--- config.mk ---
export PLATFORM = sky130hd
export DESIGN_NAME = asp_front
export DESIGN_NICKNAME = d
export VERILOG_FILES = /design/src/rtl/core/asp_pkg.sv /design/src/rtl/core/asp_front.sv
export SDC_FILE = /design/constraint.sdc
export NUM_CORES = 2
export LEC_CHECK = 0
export BUFFER_PORTS_ARGS = -buffer_cell sky130_fd_sc_hd__buf_4
export CORE_AREA = 2 2 282 354
export CTS_BUF_LIST = sky130_fd_sc_hd__clkbuf_4 sky130_fd_sc_hd__clkbuf_8
export CTS_CLUSTER_SIZE = 28
export DETAILED_ROUTE_END_ITERATION = 8
export DIE_AREA = 0 0 284 356
export SETUP_SLACK_MARGIN = 0.3
export SYNTH_ARGS = -nofsm -noshare
export SYNTH_HDL_FRONTEND = slang
export SYNTH_SLANG_ARGS = --single-unit
--- constraint.sdc ---
create_clock -name clk_i -period 9 [get_ports clk_i]
set_clock_uncertainty 0.1 [all_clocks]
set_input_delay 0 -clock clk_i [delete_from_list [all_inputs] [get_ports clk_i]]
set_output_delay 0 -clock clk_i [all_outputs]
set_load 0.02 [all_outputs]
--- src/rtl/core/asp_pkg.sv ---
// annulus scan line spans: shared types and register index codes
// used by the front stage, the square-root cells, the back stage and the top level

package asp_pkg;

  localparam int unsigned CfgIdxW = 3;

  typedef enum logic [CfgIdxW-1:0] {
    REG_CENTER_X     = 3'd0,
    REG_CENTER_Y     = 3'd1,
    REG_OUTER_RADIUS = 3'd2,
    REG_INNER_RADIUS = 3'd3,
    REG_CLIP_LEFT    = 3'd4,
    REG_CLIP_RIGHT   = 3'd5,
    REG_CLIP_TOP     = 3'd6,
    REG_CLIP_BOTTOM  = 3'd7
  } cfg_reg_e;

  typedef struct packed {
    logic none;
    logic inner_ok;
  } side_t;

endpackage

--- src/rtl/core/asp_front.sv ---
// annulus scan line spans: front stages, line tests, |dy| and both radicands
// depends on asp_pkg

module asp_front
  import asp_pkg::*;
#(
  parameter int unsigned C = 16,
  parameter int unsigned F = 4,
  localparam int unsigned PW = C + F,
  localparam int unsigned RB = PW - 1,
  localparam int unsigned RW = 2 * RB
) (
  input  logic                 clk_i,
  input  logic                 rst_ni,
  input  logic                 in_valid_i,
  output logic                 in_ready_o,
  input  logic [C-1:0]         line_y_i,
  input  logic signed [PW-1:0] cx_i,
  input  logic signed [PW-1:0] cy_i,
  input  logic [RB-1:0]        ro_i,
  input  logic [RB-1:0]        ri_i,
  input  logic signed [C-1:0]  clip_left_i,
  input  logic signed [C-1:0]  clip_right_i,
  input  logic signed [C-1:0]  clip_top_i,
  input  logic signed [C-1:0]  clip_bottom_i,
  output logic                 out_valid_o,
  input  logic                 out_ready_i,
  output side_t                out_side_o,
  output logic [RW-1:0]        out_rad_outer_o,
  output logic [RW-1:0]        out_rad_inner_o
);

  localparam logic signed [PW+1:0] Bias = (PW+2)'((1 << F) - 1);

  logic signed [C-1:0]  y;
  logic signed [PW:0]   y_sc;
  logic signed [PW:0]   cy_x;
  logic signed [PW:0]   dy;
  logic [PW:0]          ady_w;
  logic signed [PW:0]   cx_x1;
  logic signed [PW:0]   ro_x1;
  logic signed [PW:0]   lo_sum;
  logic signed [PW:0]   lo_pix;
  logic signed [PW:0]   cr_x;
  logic signed [PW+1:0] cx_x2;
  logic signed [PW+1:0] ro_x2;
  logic signed [PW+1:0] hi_sum;
  logic signed [PW+1:0] hi_pix;
  logic signed [PW+1:0] cl_x;
  logic                 none_w;
  logic                 inner_ok_w;

  logic          v1_q, v2_q;
  logic          r1, r2;
  side_t         side1_q, side1_d, side2_q;
  logic [RB-1:0] ady1_q, ady1_d;
  logic [RW-1:0] ro_sq_q, ri_sq_q;
  logic [RW-1:0] ady_sq;
  logic [RW-1:0] rad_o_q, rad_o_d, rad_i_q, rad_i_d;

  assign y      = $signed(line_y_i);
  assign y_sc   = $signed({{(F+1){line_y_i[C-1]}}, line_y_i}) <<< F;
  assign cy_x   = $signed({cy_i[PW-1], cy_i});
  assign dy     = y_sc - cy_x;
  assign ady_w  = dy[PW] ? (PW+1)'(-dy) : (PW+1)'(dy);

  assign cx_x1  = $signed({cx_i[PW-1], cx_i});
  assign ro_x1  = $signed({2'b00, ro_i});
  assign lo_sum = cx_x1 - ro_x1;
  assign lo_pix = lo_sum >>> F;
  assign cr_x   = $signed({{(PW+1-C){clip_right_i[C-1]}}, clip_right_i});

  assign cx_x2  = $signed({{2{cx_i[PW-1]}}, cx_i});
  assign ro_x2  = $signed({3'b000, ro_i});
  assign hi_sum = cx_x2 + ro_x2 + Bias;
  assign hi_pix = hi_sum >>> F;
  assign cl_x   = $signed({{(PW+2-C){clip_left_i[C-1]}}, clip_left_i});

  assign none_w = (clip_left_i >= clip_right_i) || (y < clip_top_i) || (y >= clip_bottom_i)
               || (lo_pix >= cr_x) || (hi_pix <= cl_x) || (ady_w > {2'b00, ro_i});
  assign inner_ok_w = ady_w <= {2'b00, ri_i};

  assign side1_d.none     = none_w;
  assign side1_d.inner_ok = inner_ok_w;
  assign ady1_d = none_w ? '0 : ady_w[RB-1:0];

  assign ady_sq  = RW'(ady1_q) * RW'(ady1_q);
  assign rad_o_d = ro_sq_q - ady_sq;
  assign rad_i_d = side1_q.inner_ok ? ri_sq_q - ady_sq : '0;

  assign r2 = !v2_q || out_ready_i;
  assign r1 = !v1_q || r2;
  assign in_ready_o = r1;

  always_ff @(posedge clk_i or negedge rst_ni) begin
    if (!rst_ni) begin
      v1_q <= 1'b0;
      v2_q <= 1'b0;
    end else begin
      if (r1) v1_q <= in_valid_i;
      if (r2) v2_q <= v1_q;
    end
  end

  always_ff @(posedge clk_i) begin
    ro_sq_q <= RW'(ro_i) * RW'(ro_i);
    ri_sq_q <= RW'(ri_i) * RW'(ri_i);
    if (r1 && in_valid_i) begin
      side1_q <= side1_d;
      ady1_q  <= ady1_d;
    end
    if (r2 && v1_q) begin
      side2_q <= side1_q;
      rad_o_q <= rad_o_d;
      rad_i_q <= rad_i_d;
    end
  end

  assign out_valid_o     = v2_q;
  assign out_side_o      = side2_q;
  assign out_rad_outer_o = rad_o_q;
  assign out_rad_inner_o = rad_i_q;

endmodule

==> metrics <==
final wirelength=119000 um; minimum clock period=8930 ps; first-pass detailed-route iteration total=5; EDFF count, synth=99; Final Non-Filler Cells=6504; Initial Utilization=44.5%; Final Max Slew Viols=0; Post-Syn Nets=6336; final hold vios=0; status=completed; flops & latches, synth=175; H-Tree Level Count=4; Die H=356 um; crit path max fanout=3; vias in the first global route=36075; Worst Hold Class=input pin to register; GRT Overall Usage=24.5%; routability-driven placement congestion ratio=0.937; fin util=50.1%; RSZ-0062 raised after global routing=yes; IO Count=242; CTS max path bufs=2; DR iter-0 viols=1568; Layout area overhead=12.5%; core box area=98100 um2; WP data arrival=9110 ps; layout net count=6692; vias=32959; top_reg_cell synth=edfxtp_1; clk root buf=clkbuf_8; synth top area cells=fa_1 (34%), ha_1 (17%), inv_1 (10%); crit path kind=register to register; fmax=112 MHz; Worst Setup Start Kind=register; Worst path max stage delay=570 ps; Post-Syn Area=43700 um2; largest area contributor in the netlist=fa_1; leading post-synthesis cells by instance count=inv_1 (1184), fa_1 (746), ha_1 (608); Antenna Nets Post-Route=0; Setup crit end kind=register; DRC Markers=0; max_slew headroom=25.6%; final setup violation count=0; CTS tree=built; global-route wire length before repair=193000 um; GR Util met2=44.9%; CTS buffer count=17; top-count cell post-synth=inv_1; initial antenna violation count=5; cells after synthesis=4820; dpl hpwl=102000 um; synth warn=0; grt total ovfl=0; slew of the pin with the lowest slew margin=1120 ps; Clk Latency, worst-skew pair=550 ps; row count=129; Die X=284 um; CP most frequent cell=a21o_1; CTS sink cnt=175; M1 GR Usage=29.6%; dpl cells=6414; Tcrit/Tclk final=99.2%; share of the synthesized area in the top cell type=34.2%; WP data required=9170 ps; busiest metal layer after global routing=met2; met3 Use GR=2.51%; max-cap violations=0; sequential area share after synthesis=10.3%; Async S/R FF share, synth=1.14%; largest net degree at the start of global routing=79; Die ar.=101000 um2; post-DR wirelength/cell=18.3 um; Syn Area/Cell=9.07 um2; vias per cell=5.07; PortBufs=241; clk slew on worst S/H paths=120 ps; share of cells above drive strength 1=11.2%; distinct cell type count after synthesis=93; Crit-path slowest cell=fa_1
## final timing paths
kind                           start                   to  slack (ps)  depth (start not counted)
max in group asynchronous     rst_ni          out_valid_o        8490                          3
min in group asynchronous     rst_ni                 v1_q         190                          3
min                          ri_i[2]           ri_sq_q[3]          50                          5
min reg2reg                     v1_q          out_valid_o         430                          1
max                        ady1_q[7]  out_rad_outer_o[34]          70                         37
max reg2reg                ady1_q[7]  out_rad_outer_o[34]          70                         37
## layout by cell type, fill, tap and decap left out, types with 21 or more instances in the layout
cell type	count
o21ai_0	87
ha_1	600
a21oi_1	167
xor2_1	91
a31oi_1	22
o21a_1	44
nand3_1	32
xnor2_1	161
and2_1	129
fa_1	746
nor2_1	333
nand4_1	27
inv_1	1183
nor3_1	38
o21bai_1	27
a21o_1	100
or2_2	21
nand2b_1	40
and3_1	23
buf_4	410
nor2b_1	61
nand2_1	326
edfxtp_1	99
dfxtp_1	74
## sequential cells by signal (all words and copies together), names as in the netlist
signal / flops
ady1_q: 19
out_rad_inner_o: 38
out_rad_outer_o: 38
out_side_o: 2
out_valid_o: 1
ri_sq_q: 37
ro_sq_q: 37
side1_q: 2
v1_q: 1
## stage by stage
step | cell area (um2) | setup TNS, ps | hold slack [ps] | setup slack, ps
after global routing | 49200 | -2700 | 45.2 | -305
after global placement | 47900 | -1080 | -316 | -172
after floorplan | 43800 | 0 | -396 | 231
final | 49200 | 0 | 50.6 | 67.8
after CTS | 48900 | -179 | 18.5 | -92.7
after detailed placement | 47900 | -2220 | -315 | -299
## worst max-delay path: cells and delay by family, from the launching register on
kind | cells | cell delay (ps)
adder cells (fa/ha/maj) | 10 | 3650
XOR/XNOR | 2 | 320
flip-flops | 1 | 420
buffers and inverters | 3 | 460
AO/OA/AOI/OAI | 13 | 1920
AND/OR/NAND/NOR | 9 | 1800
## routing by layer
| layer | share of wire [%] | wire [um] |
|---|---|---|
| met1 | 41 | 48900 |
| met2 | 51 | 60200 |
| met3 | 4.2 | 5060 |
| met4 | 4.1 | 4940 |
| met5 | 0.023 | 27 |
## cells by family after synthesis
kind of cell	after synthesis	synth area share, %
and+or+nand+nor	1106	12.0
DFF	175	10.3
AOI/OAI and AO/OA	596	9.02
xor gates and xnor gates	257	5.21
muxes	11	0.263
adders and majority gates	1373	52.0
buffers and inverters	1302	11.2
## final cells by class
cell class	instances	area [um2]
fillers	9443	49000
clock inverters	13	146
inverters	1200	4500
diodes	5	12.5
flip-flops and latches	175	4500
multi-input cells	3343	34700
repair buffers	439	3390
well taps	1310	1640
clock buffers	19	255
## timing repair
action,in CTS,in global routing
pin swaps,46,42
hold endpoints to repair,16,0
setup endpoints to repair,18,22
hold buffers,15,0
setup buffers,23,15
gates resized for setup,49,36
Power is left out: the tool's default activity adds up to more than one toggle a clock period on the data nets, which glitch-free logic cannot reach.
