### src/rtl/core/asp_pkg.sv
// annulus scan line spans: shared types and register index codes
// used by the front stage, the square-root cells, the back stage and the top level

package asp_pkg;

  localparam int unsigned CfgIdxW = 3;

  typedef enum logic [CfgIdxW-1:0] {
    REG_CENTER_X     = 3'd0,
    REG_CENTER_Y     = 3'd1,
    REG_OUTER_RADIUS = 3'd2,
    REG_INNER_RADIUS = 3'd3,
    REG_CLIP_LEFT    = 3'd4,
    REG_CLIP_RIGHT   = 3'd5,
    REG_CLIP_TOP     = 3'd6,
    REG_CLIP_BOTTOM  = 3'd7
  } cfg_reg_e;

  typedef struct packed {
    logic none;
    logic inner_ok;
  } side_t;

endpackage

### src/rtl/core/asp_sqrt_cell.sv
// annulus scan line spans: one cell of the square-root chain, settles one root bit
// for the outer and the inner radicand; depends on asp_pkg

module asp_sqrt_cell
  import asp_pkg::*;
#(
  parameter int unsigned RB = 19,
  parameter int unsigned K = 0,
  localparam int unsigned RW = 2 * RB
) (
  input  logic          clk_i,
  input  logic          rst_ni,
  input  logic          in_valid_i,
  output logic          in_ready_o,
  input  side_t         in_side_i,
  input  logic [RW-1:0] in_orem_i,
  input  logic [RB-1:0] in_oroot_i,
  input  logic [RW-1:0] in_irem_i,
  input  logic [RB-1:0] in_iroot_i,
  output logic          out_valid_o,
  input  logic          out_ready_i,
  output side_t         out_side_o,
  output logic [RW-1:0] out_orem_o,
  output logic [RB-1:0] out_oroot_o,
  output logic [RW-1:0] out_irem_o,
  output logic [RB-1:0] out_iroot_o
);

  logic [RW-1:0] trial_o, trial_i;
  logic [RW:0]   diff_o, diff_i;
  logic [RW-1:0] orem_d, irem_d;
  logic [RB-1:0] oroot_d, iroot_d;
  logic          valid_q, ready;
  side_t         side_q;
  logic [RW-1:0] orem_q, irem_q;
  logic [RB-1:0] oroot_q, iroot_q;

  // (q + 2^k)^2 - q^2 = q * 2^(k+1) + 2^(2k)
  assign trial_o = (RW'(in_oroot_i) << (K + 1)) | (RW'(1) << (2 * K));
  assign trial_i = (RW'(in_iroot_i) << (K + 1)) | (RW'(1) << (2 * K));
  assign diff_o  = {1'b0, in_orem_i} - {1'b0, trial_o};
  assign diff_i  = {1'b0, in_irem_i} - {1'b0, trial_i};

  always_comb begin
    orem_d     = diff_o[RW] ? in_orem_i : diff_o[RW-1:0];
    irem_d     = diff_i[RW] ? in_irem_i : diff_i[RW-1:0];
    oroot_d    = in_oroot_i;
    iroot_d    = in_iroot_i;
    oroot_d[K] = !diff_o[RW];
    iroot_d[K] = !diff_i[RW];
  end

  assign ready      = !valid_q || out_ready_i;
  assign in_ready_o = ready;

  always_ff @(posedge clk_i or negedge rst_ni) begin
    if (!rst_ni) begin
      valid_q <= 1'b0;
    end else if (ready) begin
      valid_q <= in_valid_i;
    end
  end

  always_ff @(posedge clk_i) begin
    if (ready && in_valid_i) begin
      side_q  <= in_side_i;
      orem_q  <= orem_d;
      irem_q  <= irem_d;
      oroot_q <= oroot_d;
      iroot_q <= iroot_d;
    end
  end

  assign out_valid_o = valid_q;
  assign out_side_o  = side_q;
  assign out_orem_o  = orem_q;
  assign out_oroot_o = oroot_q;
  assign out_irem_o  = irem_q;
  assign out_iroot_o = iroot_q;

endmodule

### config.mk
export PLATFORM = sky130hd
export DESIGN_NAME = asp_sqrt_cell
export DESIGN_NICKNAME = d
export VERILOG_FILES = /design/src/rtl/core/asp_pkg.sv /design/src/rtl/core/asp_sqrt_cell.sv
export SDC_FILE = /design/constraint.sdc
export NUM_CORES = 1
export LEC_CHECK = 0
export BUFFER_PORTS_ARGS = -buffer_cell sky130_fd_sc_hd__buf_2
export CAP_MARGIN = 20
export CORE_ASPECT_RATIO = 1.25
export CORE_UTILIZATION = 55
export DETAILED_ROUTE_END_ITERATION = 10
export GPL_TIMING_DRIVEN = 0
export PLACE_DENSITY = 0.91
export SLEW_MARGIN = 20
export SYNTH_ARGS = -nofsm -noshare
export SYNTH_HDL_FRONTEND = slang
export SYNTH_SLANG_ARGS = --single-unit
### constraint.sdc
create_clock -name clk_i -period 7.7 [get_ports clk_i]
set_clock_uncertainty 0.05 [all_clocks]
set_input_delay 0.77 -clock clk_i [delete_from_list [all_inputs] [get_ports clk_i]]
set_output_delay 0.77 -clock clk_i [all_outputs]
set_load 0.02 [all_outputs]
==> results.py <==
metrics = {
    "routing": {
        "num_vias": 6307,
        "wl_per_cell_microns": 17.1,
        "drc": 0,
        "drt_pass1_iterations": 5,
        "via_per_inst": 5.69,
        "drt_iter0_markers": 506,
        "ant_nets": 0,
        "wirelength_microns": 18900,
    },
    "finish": {
        "syn_to_final_growth_pct": 28.5,
        "multi_input_area_sq_um": 3320,
        "finalNetCount": 1086,
        "drive_above_1_share": 0.322,
        "ff_latch_area_sq_um": 3510,
        "stdcell_count": 1108,
        "num-fill-cells": 945,
    },
    "timing": {
        "setup_viol_count_final": 0,
        "worstMarginPinSlew_ns": 0.983,
        "relSlewSlack": 0.339,
        "slew_violations": 0,
        "fin_setup_tns_ns": 0,
        "rsz0062_at_grt": "false",
        "hold_viol": 0,
        "whs_ns": 0.0869,
        "post-route-period-util": 0.451,
        "max_clock_freq_ghz": 0.288,
        "post-route-min-period_ns": 3.47,
    },
    "yosys": {
        "avgSynthCellArea_sq_um": 10.7,
        "ys_async_sr_fraction": 0.00855,
        "yosysSeqAreaShare": 0.491,
        "ys_ff_latch": 117,
        "synth_edf_count": 116,
        "synth_cell_type_count": 69,
        "syn_inst": 669,
        "ys.flop_type": "edfxtp_1",
        "synth_area_sq_um": 7140,
        "synthesis.nets": 829,
        "yosysWarnings": 0,
    },
    "power_and_ir_drop": {
        "switching_share": 0.280,
        "peakVddDrop_mv": 0.125,
        "p_leak_nw": 3.98,
        "p_seq_frac": 0.392,
        "pwr-share-comb": 0.209,
        "clkPwrFrac": 0.399,
        "p_per_area_nw_per_um2": 216,
        "intPower_w": 0.00143,
        "switchingPower_w": 0.000556,
    },
    "floorplan": {
        "die_h_microns": 129,
        "core_sq_um": 12700,
        "pin_count": 238,
        "die_area_sq_um": 13400,
        "initial_core_util": 0.564,
        "rows": 46,
        "die_w_microns": 104,
    },
    "critical_path": {
        "regToRegStartpoint": "out_valid_o",
        "worstSetupPathType": "input port to flip-flop",
        "r2r-end": "out_oroot_o[0]",
        "cp_slowest_cell": "o31ai_1",
        "crit_family": "compound AO/OA/AOI/OAI gates",
        "startpoint_type": "input port",
        "cp.arrival_ns": 3.53,
        "worstSetupEndpointType": "flip-flop",
        "path_max_fanout": 10,
        "crit_buf_inv": 3,
        "cp.required_ns": 7.76,
        "ff2ff_path_depth": 3,
        "regToRegSetupSlack_ns": 6.04,
        "slowest_delay_ns": 0.79,
        "path_cells": "buf_2 > fa_1 > a21o_1 > a22o_2 > o31ai_1 > o211a_4 > inv_2 > clkbuf_1 > nor2_1 > a21oi_1",
    },
    "clock_network": {
        "cts.path.max_buffers": 2,
        "clock-sinks": 117,
        "tritoncts": "done",
        "cts_made_buffers": 17,
        "clkSlewWorstSetupHoldPaths_ns": 0.06,
        "clk_latency_ns": 0.40,
        "cts_max_level": 4,
        "cts_setup_buffers": 0,
        "cts-hold-fix-buffers": 0,
        "cts-resized-gates": 0,
        "cts_root_buf": "clkbuf_16",
    },
    "worst_hold_path": {
        "hold_class": "input port to asynchronous set/reset pin",
    },
    "global_route": {
        "grt_pass1_wl_microns": 29300,
        "grt_use_total": 0.278,
        "grt-ovfl-total": 0,
        "grt_pass1_vias": 6119,
        "antenna_found_initial": 1,
        "grt_max_degree": 52,
    },
    "place": {
        "finalWeightedCongestion": 0.889,
        "dp_cells": 1075,
        "io_buffers": 235,
        "dp_hpwl_microns": 14100,
    },
    "flow_run": {
        "drv_cap": 0,
    },
    "run_status": {
        "status": "finished, final reports clean",
    },
}
-- cell type report --
class | instances | share of cell area
clock inverter | 15 | 0.0177
timing repair buffer | 238 | 0.134
tap | 168 | 0.0229
buffer | 18 | 0.0131
multi-input combinational | 483 | 0.362
inverter | 51 | 0.0209
sequential | 117 | 0.383
antenna | 1 | 0.000273
clock buffer | 17 | 0.0464
-- synth_stat cells (7+ instances only) --
master | number | area [sq um]
edfxtp_1 | 116 | 3480
nand2_1 | 62 | 233
inv_1 | 50 | 188
a21oi_1 | 48 | 240
xor2_1 | 43 | 377
ha_1 | 38 | 475
nor2_1 | 38 | 143
o21ai_0 | 36 | 180
xnor2_1 | 25 | 219
a21o_1 | 20 | 150
nor3_1 | 18 | 90.1
or3_1 | 14 | 87.6
nand3_1 | 13 | 65.1
a211oi_1 | 8 | 60.1
o31ai_1 | 8 | 60.1
nand2b_1 | 7 | 43.8
nor4_1 | 7 | 43.8
-- stage by stage --
step | setup WS (ns) | utilization | total power [W] | instance area (sq um)
3_3_place_gp | 2.53 | 0.673 | 0.00118 | 8520
4_1_cts | 4.28 | 0.724 | 0.00199 | 9170
3_5_place_dp | 3.86 | 0.678 | 0.00120 | 8580
5_1_grt | 4.04 | 0.724 | 0.00205 | 9170
6_report | 4.23 | 0.724 | 0.00198 | 9170
2_1_floorplan | 3.42 | - | 0.00106 | 7140
-- worst max path at each step --
stage,from,to,slack [ns],depth (start not counted)
2_1_floorplan,out_ready_i,out_irem_o[0],3.42,2
3_3_place_gp,out_ready_i,out_orem_o[34],2.53,3
3_5_place_dp,in_irem_i[0],out_irem_o[15],3.86,10
4_1_cts,in_irem_i[0],out_irem_o[15],4.28,10
5_1_grt,in_irem_i[7],out_irem_o[15],4.04,10
6_report,in_irem_i[0],out_irem_o[15],4.23,10
-- kinds of logic after synthesis --
logic type                 count (synthesis)  synth area share
adders and majority gates                 40            0.0722
buffers and inverters                     69            0.0436
AOI/OAI and AO/OA                        166             0.152
and+or+nand+nor                          208             0.156
xor gates and xnor gates                  68            0.0834
muxes                                      1           0.00158
DFF                                      117             0.491
-- layer usage --
layer,up-vias,GRT usage,part of all wire
li1,3007,-,-
met1,2961,0.327,0.40
met2,301,0.490,0.51
met3,38,0.0589,0.069
met4,0,0.131,0.022
met5,-,0,0
-- sequential cells by signal (all words and copies together) (netlist names) --
| signal | count |
|---|---|
| out_oroot_o | 19 |
| out_orem_o | 38 |
| out_side_o | 2 |
| out_valid_o | 1 |
| out_iroot_o | 19 |
| out_irem_o | 38 |
-- power by group through the flow --
stage,Combinational [W],Clock (W),Sequential (W)
finish,0.000415,0.000791,0.000778
global route,0.000449,0.000822,0.000782
CTS,0.000411,0.000799,0.000778
detailed placement,0.000405,0,0.000791
global placement,0.000391,0,0.000794
floorplan,0.000202,0,0.000857
-- placed cells by master, fill, tap and decap left out, types with 7 or more instances in the layout --
| master | instances |
|---|---|
| nand2b_1 | 7 |
| nand2_1 | 62 |
| a211oi_1 | 8 |
| ha_1 | 38 |
| nor2_1 | 38 |
| clkbuf_16 | 17 |
| xor2_1 | 43 |
| nand3_1 | 13 |
| nor4_1 | 7 |
| buf_2 | 239 |
| xnor2_1 | 25 |
| o31ai_1 | 8 |
| edfxtp_1 | 116 |
| a21o_1 | 20 |
| or3_1 | 14 |
| inv_1 | 50 |
| a21oi_1 | 48 |
| o21ai_0 | 36 |
| nor3_1 | 18 |
Power figures use the tool's default switching activity.
