File: config.mk
export PLATFORM = sky130hd
export DESIGN_NAME = asp_back
export DESIGN_NICKNAME = d
export VERILOG_FILES = /design/src/rtl/core/asp_pkg.sv /design/src/rtl/core/asp_back.sv
export SDC_FILE = /design/constraint.sdc
export NUM_CORES = 1
export LEC_CHECK = 0
export ABC_AREA = 0
export ABC_CLOCK_PERIOD_IN_PS = 4100
export BUFFER_PORTS_ARGS = -buffer_cell sky130_fd_sc_hd__buf_2
export CORE_MARGIN = 2
export CORE_UTILIZATION = 45
export CTS_BUF_LIST = sky130_fd_sc_hd__clkbuf_4
export CTS_CLUSTER_DIAMETER = 50
export CTS_CLUSTER_SIZE = 10
export DETAILED_ROUTE_END_ITERATION = 8
export SLEW_MARGIN = 10
export SYNTH_ARGS = -nofsm -noshare
export SYNTH_HDL_FRONTEND = slang
export SYNTH_SLANG_ARGS = --single-unit
File: constraint.sdc
create_clock -name clk_i -period 4.1 [get_ports clk_i]
set_input_delay 0.615 -clock clk_i [delete_from_list [all_inputs] [get_ports clk_i]]
set_output_delay 0.615 -clock clk_i [all_outputs]
set_load 0.05 [all_outputs]
File: src/rtl/core/asp_pkg.sv
// annulus scan line spans: shared types and register index codes
// used by the front stage, the square-root cells, the back stage and the top level

package asp_pkg;

  localparam int unsigned CfgIdxW = 3;

  typedef enum logic [CfgIdxW-1:0] {
    REG_CENTER_X     = 3'd0,
    REG_CENTER_Y     = 3'd1,
    REG_OUTER_RADIUS = 3'd2,
    REG_INNER_RADIUS = 3'd3,
    REG_CLIP_LEFT    = 3'd4,
    REG_CLIP_RIGHT   = 3'd5,
    REG_CLIP_TOP     = 3'd6,
    REG_CLIP_BOTTOM  = 3'd7
  } cfg_reg_e;

  typedef struct packed {
    logic none;
    logic inner_ok;
  } side_t;

endpackage

File: src/rtl/core/asp_back.sv
// annulus scan line spans: back stages, pixel ends, clamping and span selection
// depends on asp_pkg

module asp_back
  import asp_pkg::*;
#(
  parameter int unsigned C = 16,
  parameter int unsigned F = 4,
  localparam int unsigned PW = C + F,
  localparam int unsigned RB = PW - 1
) (
  input  logic                 clk_i,
  input  logic                 rst_ni,
  input  logic                 in_valid_i,
  output logic                 in_ready_o,
  input  side_t                in_side_i,
  input  logic [RB-1:0]        in_d_i,
  input  logic [RB-1:0]        in_di_i,
  input  logic signed [PW-1:0] cx_i,
  input  logic signed [C-1:0]  clip_left_i,
  input  logic signed [C-1:0]  clip_right_i,
  output logic                 out_valid_o,
  input  logic                 out_ready_i,
  output logic                 first_valid_o,
  output logic [C-1:0]         first_start_o,
  output logic [C-1:0]         first_end_o,
  output logic                 second_valid_o,
  output logic [C-1:0]         second_start_o,
  output logic [C-1:0]         second_end_o
);

  localparam int unsigned SW = PW + 2;
  localparam logic signed [SW-1:0] Bias     = SW'((1 << F) - 1);
  localparam logic signed [SW-1:0] CoordMax = SW'((1 << (C - 1)) - 1);
  localparam logic signed [SW-1:0] CoordMin = ~CoordMax;

  function automatic logic signed [SW-1:0] trunc_pix(input logic signed [SW-1:0] x);
    logic signed [SW-1:0] b;
    b = x[SW-1] ? Bias : '0;
    return (x + b) >>> F;
  endfunction

  function automatic logic signed [SW-1:0] sat_pix(input logic signed [SW-1:0] x);
    logic signed [SW-1:0] r;
    r = x;
    if (x > CoordMax) r = CoordMax;
    if (x < CoordMin) r = CoordMin;
    return r;
  endfunction

  logic signed [SW-1:0] cx_x, d_x, di_x, cl_x, cr_x;
  logic signed [SW-1:0] ol_w, or_w, il_w, ir_w;
  logic signed [SW-1:0] ol_c, or_c;

  logic               va_q, vb_q, ra, rb;
  logic               none_q, ring_q;
  logic signed [C-1:0] ol_q, or_q, il_q, ir_q;
  logic               fv_d, sv_d, fv_q, sv_q;
  logic [C-1:0]       fs_d, fe_d, ss_d, se_d;
  logic [C-1:0]       fs_q, fe_q, ss_q, se_q;

  assign cx_x = $signed({{2{cx_i[PW-1]}}, cx_i});
  assign d_x  = $signed({3'b000, in_d_i});
  assign di_x = $signed({3'b000, in_di_i});
  assign cl_x = $signed({{(SW-C){clip_left_i[C-1]}}, clip_left_i});
  assign cr_x = $signed({{(SW-C){clip_right_i[C-1]}}, clip_right_i});

  assign ol_w = trunc_pix(cx_x - d_x);
  assign or_w = trunc_pix(cx_x + d_x);
  assign il_w = trunc_pix(cx_x - di_x);
  assign ir_w = trunc_pix(cx_x + di_x);
  assign ol_c = (ol_w < cl_x) ? cl_x : ol_w;
  assign or_c = (or_w > cr_x) ? cr_x : or_w;

  always_comb begin
    fv_d = 1'b0;
    fs_d = '0;
    fe_d = '0;
    sv_d = 1'b0;
    ss_d = '0;
    se_d = '0;
    if (!none_q) begin
      if (ring_q) begin
        if (ol_q < il_q) begin
          fv_d = 1'b1;
          fs_d = ol_q;
          fe_d = il_q;
        end
        if (ir_q < or_q) begin
          sv_d = 1'b1;
          ss_d = ir_q;
          se_d = or_q;
        end
      end else if (ol_q < or_q) begin
        fv_d = 1'b1;
        fs_d = ol_q;
        fe_d = or_q;
      end
    end
  end

  assign rb = !vb_q || out_ready_i;
  assign ra = !va_q || rb;
  assign in_ready_o = ra;

  always_ff @(posedge clk_i or negedge rst_ni) begin
    if (!rst_ni) begin
      va_q <= 1'b0;
      vb_q <= 1'b0;
    end else begin
      if (ra) va_q <= in_valid_i;
      if (rb) vb_q <= va_q;
    end
  end

  always_ff @(posedge clk_i) begin
    if (ra && in_valid_i) begin
      none_q <= in_side_i.none;
      ring_q <= in_side_i.inner_ok && (il_w < ir_w);
      ol_q   <= ol_c[C-1:0];
      or_q   <= or_c[C-1:0];
      il_q   <= C'(sat_pix(il_w));
      ir_q   <= C'(sat_pix(ir_w));
    end
    if (rb && va_q) begin
      fv_q <= fv_d;
      fs_q <= fs_d;
      fe_q <= fe_d;
      sv_q <= sv_d;
      ss_q <= ss_d;
      se_q <= se_d;
    end
  end

  assign out_valid_o    = vb_q;
  assign first_valid_o  = fv_q;
  assign first_start_o  = fs_q;
  assign first_end_o    = fe_q;
  assign second_valid_o = sv_q;
  assign second_start_o = ss_q;
  assign second_end_o   = se_q;

endmodule

==> results of run 1 <==
==> per-layer routing <==
layer | share of wire [%] | GRT usage (%)
met1 | 44 | 32.9
met3 | 4.0 | 2.31
met4 | 4.3 | 11.7
met2 | 48 | 44.5
met5 | 0.063 | 0
==> cells by family (layout without fill, tap and decap cells) <==
family | after synthesis | after routing | synth area share, %
AND/OR/NAND/NOR | 418 | 418 | 17.7
AO/OA/AOI/OAI | 357 | 357 | 17.6
buffers and inverters | 223 | 861 | 6.35
adder cells (fa/ha/maj) | 191 | 191 | 17.2
flip-flops | 134 | 134 | 29.0
XOR/XNOR | 104 | 104 | 6.67
multiplexers | 72 | 72 | 5.51
other | 0 | 2 | 0
==> sequential cells by signal, indices dropped and copies added, names as in the netlist <==
name and count:
first_end_o 16, first_start_o 16, il_q 16, ir_q 16, ol_q 16, or_q 16, second_end_o 16, second_start_o 16
first_valid_o 1, none_q 1, out_valid_o 1, ring_q 1, second_valid_o 1, va_q 1
==> cells in the mapped netlist, drive strengths merged (36+ instances only) <==
library cell / n / area share (%)
ha: 172 / 16
inv: 160 / 4.3
edfxtp: 132 / 29
a21oi: 92 / 3.4
nor2: 77 / 2.1
nand2: 68 / 1.8
xnor2: 67 / 4.2
o21ai: 50 / 1.8
a21o: 43 / 2.3
mux2i: 38 / 2.7
clkbuf: 37 / 1.0
xor2: 36 / 2.3
==> report_power, final <==
group | leakage [nW] | total (mW) | internal [mW] | switching (mW)
Clock | 0.171 | 0.992 | 0.498 | 0.494
Combinational | 7.92 | 3.92 | 1.90 | 2.01
Sequential | 1.32 | 1.86 | 1.76 | 0.106
==> per-stage QoR <==
stage          cells  power (mW)  TNS (ns)  util [%]
6_report        2535        6.78    -47.50      65.6
3_3_place_gp    2435        5.40    -76.81      60.8
5_1_grt         2534        7.19    -54.24      65.6
4_1_cts         2516        6.69    -43.08      64.5
2_1_floorplan   1499        3.98    -50.68         -
3_5_place_dp    2435        5.47    -81.87      60.8
==> path summary, 6_finish.rpt <==
path	endpoint	slack, ns	depth (start not counted)
setup / recovery	ol_q[7]	-1.80	34
hold / removal	va_q	0.26	2
setup reg to reg	first_end_o[7]	0.61	11
hold reg to reg	out_valid_o	0.51	1
max in group asynchronous	out_valid_o	3.60	2
min in group asynchronous	va_q	0.40	2
==> layout by cell type (no fill, tap or decap), types with 9 or more instances in the layout <==
cell	instances
inv_1	155
o21ai_0	38
o21bai_1	9
a21oi_1	80
ha_1	162
nand3_1	25
buf_6	18
nor2b_1	24
nor3_1	26
edfxtp_1	132
mux2_4	30
xor2_2	11
ha_4	10
nor2_1	71
nand4b_1	18
a21oi_2	12
buf_4	482
a21o_1	43
o211ai_1	9
xor2_1	25
buf_2	161
and2_1	9
nand2_1	65
a21boi_0	17
nand4_1	20
o21a_1	24
clkbuf_4	18
a31oi_1	9
o22ai_1	21
or3_1	27
nand2b_1	28
xnor2_1	61
mux2i_1	36
nand3b_1	20
==> critical path: cells and delay by family <==
family | cells | cell delay (ns)
buffers and inverters | 4 | 0.39
xor gates and xnor gates | 1 | 0.13
adders and majority gates | 4 | 0.90
AOI/OAI and AO/OA | 15 | 2.33
muxes | 1 | 0.31
and+or+nand+nor | 9 | 1.52
==> area by class of cell <==
cell class                 count  area share, %
clock inverter                14           1.00
inverter                     161           3.15
antenna                        2         0.0251
multi-input combinational   1142           48.8
clock buffer                  18          0.677
tap                          396           2.48
timing repair buffer         668           23.8
sequential                   134           20.1
==> what timing repair did <==
action                                  CTS  global route
endpoints found under the setup margin   45            52
gates resized for setup                  88            45
buffers inserted                         49            19
endpoints found under the hold margin     2             0
pin swaps                                81            54
gates cloned                              1             0
hold buffers                              1             0
==> metrics.md, run 1 <==
| Metric | Value |
|---|---|
| Status | `finished, violations left` |
| Failing checks | `setup timing` |
| CTS tree | `built` |
| Drc violations | `0` |
| Slowest CP cell | `or4b_4` |
| Fin Clk Skew | `0.0248 ns` |
| Clock Latency Late Sink | `0.54 ns` |
| Worst slew pin tran | `1.23 ns` |
| Fillcell total | `2533` |
| Endpoints failing hold | `0` |
| FF+latch area | `0.00401 mm²` |
| MaxCap Viol Count | `0` |
| Die area | `0.0322 mm²` |
| Post-Syn Area per Cell | `9.24 µm²` |
| Yosys cell types | `98` |
| Launch point of the critical path | `cx_i[0]` |
| Port bufs | `163` |
| Layout Area Growth over Synthesis | `44.2%` |
| Drt wl/cell | `17.0 µm` |
| Synth Warn # | `0` |
| Pleak | `9.41 nW` |
| Final WL | `43100 µm` |
| Ys flop type | `edfxtp_1` |
| First-pass GRT wire length | `67100 µm` |
| Required @ worst endpoint | `4.40 ns` |
| Initial core utilization | `45.5%` |
| Initial antenna violation count | `4` |
| Slew Limit Headroom | `17.9%` |
| Post-synth EDFFs | `132` |
| Pre-antenna DRT Iters | `8` |
| Kind of critical path | `primary input to register` |
| Dpl ws | `-2.40 ns` |
| RSZ-0062 raised after global routing | `yes` |
| Cell area after synthesis | `0.0139 mm²` |
| Register area share after synthesis | `29.0%` |
| Final setup margin | `-1.80 ns` |
| Area of the multi-input gates | `0.00974 mm²` |
| Vias per cell | `5.32` |
| Number of global-route vias before repair | `13100` |
| Total GRT Usage | `25.8%` |
| Post-DP Area | `0.0185 mm²` |
| Clk slew on worst S/H paths | `0.13 ns` |
| Period minus WS final | `5.90 ns` |
| Post-DP HPWL | `35700 µm` |
| RR Startpoint | `ol_q[1]` |
| Post-layout net count | `2396` |
| Final slew viol count | `0` |
| DR vias | `13500` |
| Fin Hold WS | `0.263 ns` |
| DIE WIDTH | `179 µm` |
| Share of layout cells above drive strength 1 | `41.1%` |
| Syn_nets | `1771` |
| Arrival @ worst endpoint | `6.20 ns` |
| HP Start | `in_valid_i` |
| Number of buffers created by CTS | `17` |
| Iter 0 DRT Violations | `710` |
| Final Wtd Congestion | `0.961` |
| Largest stage delay on the critical path | `0.50 ns` |
| Final period utilization | `144%` |
| P per Cell Area | `339 mW/mm²` |
| Hold Path Class | `primary input to register` |
| Top Ports | `164` |
| H-Tree Depth | `4` |
| Final non-filler cell area | `0.0200 mm²` |
| Synthesized instance count | `1499` |
| Clk Tree Root Cell | `clkbuf_4` |
| Most frequent CP cell | `a21oi_2` |
| Chip Height | `179 µm` |
| Fmax | `169 MHz` |
| Peak supply drop | `0.000174 V` |
| Detail Route Antenna Nets | `0` |
| Clock sink count | `134` |
| Setup violators final | `33` |
| Largest net degree at the start of global routing | `52` |
| Crit start category | `primary input` |
| CP endpoint kind | `register` |
| Post-synthesis async set-or-reset flop share | `1.49%` |
| Max clock buf depth | `2` |
| Congestion Overflow GR | `0` |
| Max FO, Critical Path | `7` |
| Core Area | `0.0304 mm²` |
| Row count | `64` |
| Synthesis-stage register bit count | `134` |
No activity file was read; power rests on OpenSTA's default activity.
==> run 2: changes to the inputs <==
--- a/config.mk
+++ b/config.mk
@@ -5,7 +5,7 @@
 export SDC_FILE = /design/constraint.sdc
 export NUM_CORES = 1
 export LEC_CHECK = 0
-export ABC_AREA = 0
+export ABC_AREA = 1
 export ABC_CLOCK_PERIOD_IN_PS = 4100
 export BUFFER_PORTS_ARGS = -buffer_cell sky130_fd_sc_hd__buf_2
 export CORE_MARGIN = 2
==> run 2 against run 1 <==
  * The flow still finishes with violations (setup timing)
  * Via count increased by 7.0%
  * First-iteration DRC count rose by 17%
  * Final cell count is 15% higher
  * Largest power group unchanged
  * Critical endpoint is now or_q[12]
  * Die area increased by 0.69%
  * Global-route usage up 1.3 points
  * Clock power barely moved
  * Combinational power up 3%
  * Synthesized cell count increased by 27%
  * Sequential share of layout area grew 0.24 points
==> metrics.md, run 2 <==
| Metric | Value |
|---|---|
| Finished Core Util | `64.5% (-1.1 points)` |
| Setup violators final | `32 (-3.0%)` |
| Slowest CP cell | `fa_2` |
| Drc violations | `0 (unchanged)` |
| Pre-antenna DRT Iters | `6 (-2)` |
| Port bufs | `163 (unchanged)` |
| Post-synth EDFFs | `132 (unchanged)` |
| Failing checks | `setup timing` |
| Max FO, Critical Path | `8 (+1)` |
| Max clock buf depth | `2 (unchanged)` |
| Dpl ws | `-1.12 ns (+1.28 ns)` |
| CP endpoint kind | `register` |
| Ys flop type | `edfxtp_1` |
| Period minus WS final | `4.25 ns (-1.65 ns)` |
| Initial antenna violation count | `8 (+4)` |
| Final Wtd Congestion | `0.937 (-2.5%)` |
| Share of layout cells above drive strength 1 | `37.4% (-3.6 points)` |
| Largest net degree at the start of global routing | `67 (+29%)` |
| Status | `finished, violations left` |
| Kind of critical path | `primary input to register` |
| Met1 usage | `34.1% (+1.2 points)` |
| Final period utilization | `104% (-40 points)` |
| Initial core utilization | `45.6% (+0.081 points)` |
| Total Power | `6.98 mW (+3.0%)` |
| Fmax | `235 MHz (+39%)` |
| Syn_nets | `2170 (+23%)` |
| Synth Warn # | `0 (unchanged)` |
| Vias per cell | `4.94 (-7.1%)` |
| Clk Tree Root Cell | `clkbuf_4` |
| Area share of the largest cell type after synthesis | `28.4% (-0.20 points)` |
| P per Cell Area | `353 mW/mm² (+4.2%)` |
| Arrival @ worst endpoint | `4.57 ns (-1.63 ns)` |
| Required @ worst endpoint | `4.42 ns (+0.02 ns)` |
| Commonest non-fill, non-tap cell in the layout | `buf_4` |
| CTS tree | `built` |
| Final slew viol count | `0 (unchanged)` |
| Launch point of the critical path | `in_d_i[0]` |
| Top delay family on crit path | `compound AO/OA/AOI/OAI gates` |
| Fillcell total | `2804 (+11%)` |
| Post-layout net count | `2775 (+16%)` |
| Fin Clk Skew | `0.0160 ns (-0.00882 ns)` |
| Die area | `0.0324 mm² (+0.69%)` |
| Crit start category | `primary input` |
| Area of the multi-input gates | `0.00917 mm² (-5.9%)` |
| Row count | `64 (unchanged)` |
| HP Start | `in_side_i[1]` |
| Endpoints failing hold | `0 (unchanged)` |
| Synthesis-stage register bit count | `134 (unchanged)` |
| Clock Latency Late Sink | `0.56 ns (+0.02 ns)` |
| Post-Syn Area per Cell | `7.35 µm² (-20%)` |
| Detail Route Antenna Nets | `0 (unchanged)` |
| MaxCap Viol Count | `0 (unchanged)` |
| Final non-filler cell area | `0.0197 mm² (-1.2%)` |
| Fin Hold WS | `0.245 ns (-0.0176 ns)` |
| CP Buf/Inv Count | `7 (+3)` |
| Most frequent cells in the layout | `buf_4 (455), nand2_1 (368), inv_1 (313)` |
| Layout Area Growth over Synthesis | `41.5%` |
| Chip Height | `180 µm (+0.35%)` |
| Number of global-route vias before repair | `14100 (+7.9%)` |
| Area contributors post-synth | `edfxtp_1 (28%), ha_1 (15%), nand2_1 (11%)` |
| Largest stage delay on the critical path | `0.36 ns (-0.14 ns)` |
| Post-DP Area | `0.0185 mm² (-0.14%)` |
| Peak supply drop | `0.000233 V (+34%)` |
| Clk slew on worst S/H paths | `0.12 ns (about the same)` |
| GR met2 Demand/Resource | `47.8% (+3.3 points)` |
| Count leader, synth | `nand2_1` |
| RSZ-0062 raised after global routing | `yes` |
| Congestion Overflow GR | `0 (unchanged)` |
| FF+latch area | `0.00401 mm² (unchanged)` |
| Total GRT Usage | `27.1% (+1.3 points)` |
| Number of buffers created by CTS | `17 (unchanged)` |
| Worst slew pin tran | `0.923 ns (-0.309 ns)` |
| Yosys cell types | `58 (-41%)` |
| Fin Setup TNS | `-2.10 ns (+45.39 ns)` |
| First-pass GRT wire length | `70500 µm (+5.1%)` |
| H-Tree Depth | `4 (unchanged)` |
| Post-DP HPWL | `38100 µm (+6.7%)` |
| Final WL | `45100 µm (+4.7%)` |
| Slew Limit Headroom | `38.4% (+21 points)` |
| Core Area | `0.0306 mm² (+0.53%)` |
| RR Startpoint | `il_q[3]` |
| Pleak | `10.5 nW (+11%)` |
| Clock sink count | `134 (unchanged)` |
| Register area share after synthesis | `28.8% (-0.20 points)` |
| Synthesized instance count | `1898 (+27%)` |
| Placed Cells incl. Taps | `2857 (+17%)` |
| Post-synth top cells | `nand2_1 (404), inv_1 (333), nor2_1 (176)` |
| Cell area after synthesis | `0.0140 mm² (+0.70%)` |
| Synth area leader | `edfxtp_1` |
| DR vias | `14400 (+7.0%)` |
| Finished Layout Cells | `2918 (+15%)` |
| Busiest grt layer | `met2` |
| Grt met3 use | `3.54% (+1.2 points)` |
| DIE WIDTH | `180 µm (+0.35%)` |
| Hold Path Class | `primary input to register` |
| Iter 0 DRT Violations | `829 (+17%)` |
| Top Ports | `164 (unchanged)` |
| Post-synthesis async set-or-reset flop share | `1.49% (unchanged)` |
| Final setup margin | `-0.152 ns (+1.65 ns)` |
| Drt wl/cell | `15.5 µm (-9.1%)` |
[run 2: changes by cell type after synthesis, sizes merged, moves of 34 or more]
cell	delta
mux2i	-38
xnor2	-53
mux2	-34
a21o	-35
a21oi	+56
nand3	+120
inv	+200
nand2	+367
nor2	+118
[run 2: logic make-up (layout without fill, tap and decap cells)]
kind of cell,count (synthesis),count (layout),synth area share (%)
AND/OR/NAND/NOR,863,865,28.5
buffers and inverters,402,1018,11.5
AO/OA/AOI/OAI,254,254,10.7
adder cells (fa/ha/maj),176,176,16.0
flip-flops,134,134,28.8
XOR/XNOR,69,69,4.49
other,0,6,0
[run 2: power by group]
part	internal (mW)	total [mW]	switching [mW]
Clock	0.487	1.00	0.518
Sequential	1.81	1.96	0.144
Combinational	1.66	4.02	2.36
[run 2: final cells by class]
| class | instances | area share, % |
|---|---|---|
| Clock buffer | 17 | 0.646 |
| Timing Repair Buffer | 626 | 22.0 |
| Tap cell | 396 | 2.51 |
| Multi-Input combinational cell | 1364 | 46.4 |
| Sequential cell | 134 | 20.3 |
| Clock inverter | 15 | 1.03 |
| Antenna cell | 6 | 0.0761 |
| Inverter | 360 | 6.98 |
[run 2: final timing paths]
| check | end | slack, ns | cells past startpoint |
|---|---|---|---|
| worst max-delay path | or_q[12] | -0.15 | 25 |
| worst min-delay path | none_q | 0.24 | 1 |
| worst max register to register | first_start_o[12] | 0.83 | 12 |
| worst min register to register | out_valid_o | 0.54 | 2 |
| max in group asynchronous | out_valid_o | 3.64 | 2 |
| min in group asynchronous | va_q | 0.37 | 2 |
[run 2: what timing repair did]
| item | 4_1_cts | 5_1_grt |
|---|---|---|
| hold buffers | 1 | 0 |
| pin swaps | 41 | 64 |
| setup buffers | 7 | 13 |
| resized for setup | 61 | 120 |
| gates cloned | 0 | 2 |
| setup endpoints to repair | 32 | 33 |
| endpoints found under the hold margin | 2 | 0 |
[run 2: layer usage]
metal | share of wire [%] | up-vias
li1 | - | 7387
met1 | 43 | 6518
met2 | 48 | 410
met3 | 4.6 | 98
met4 | 3.7 | 4
met5 | 0.051 | -
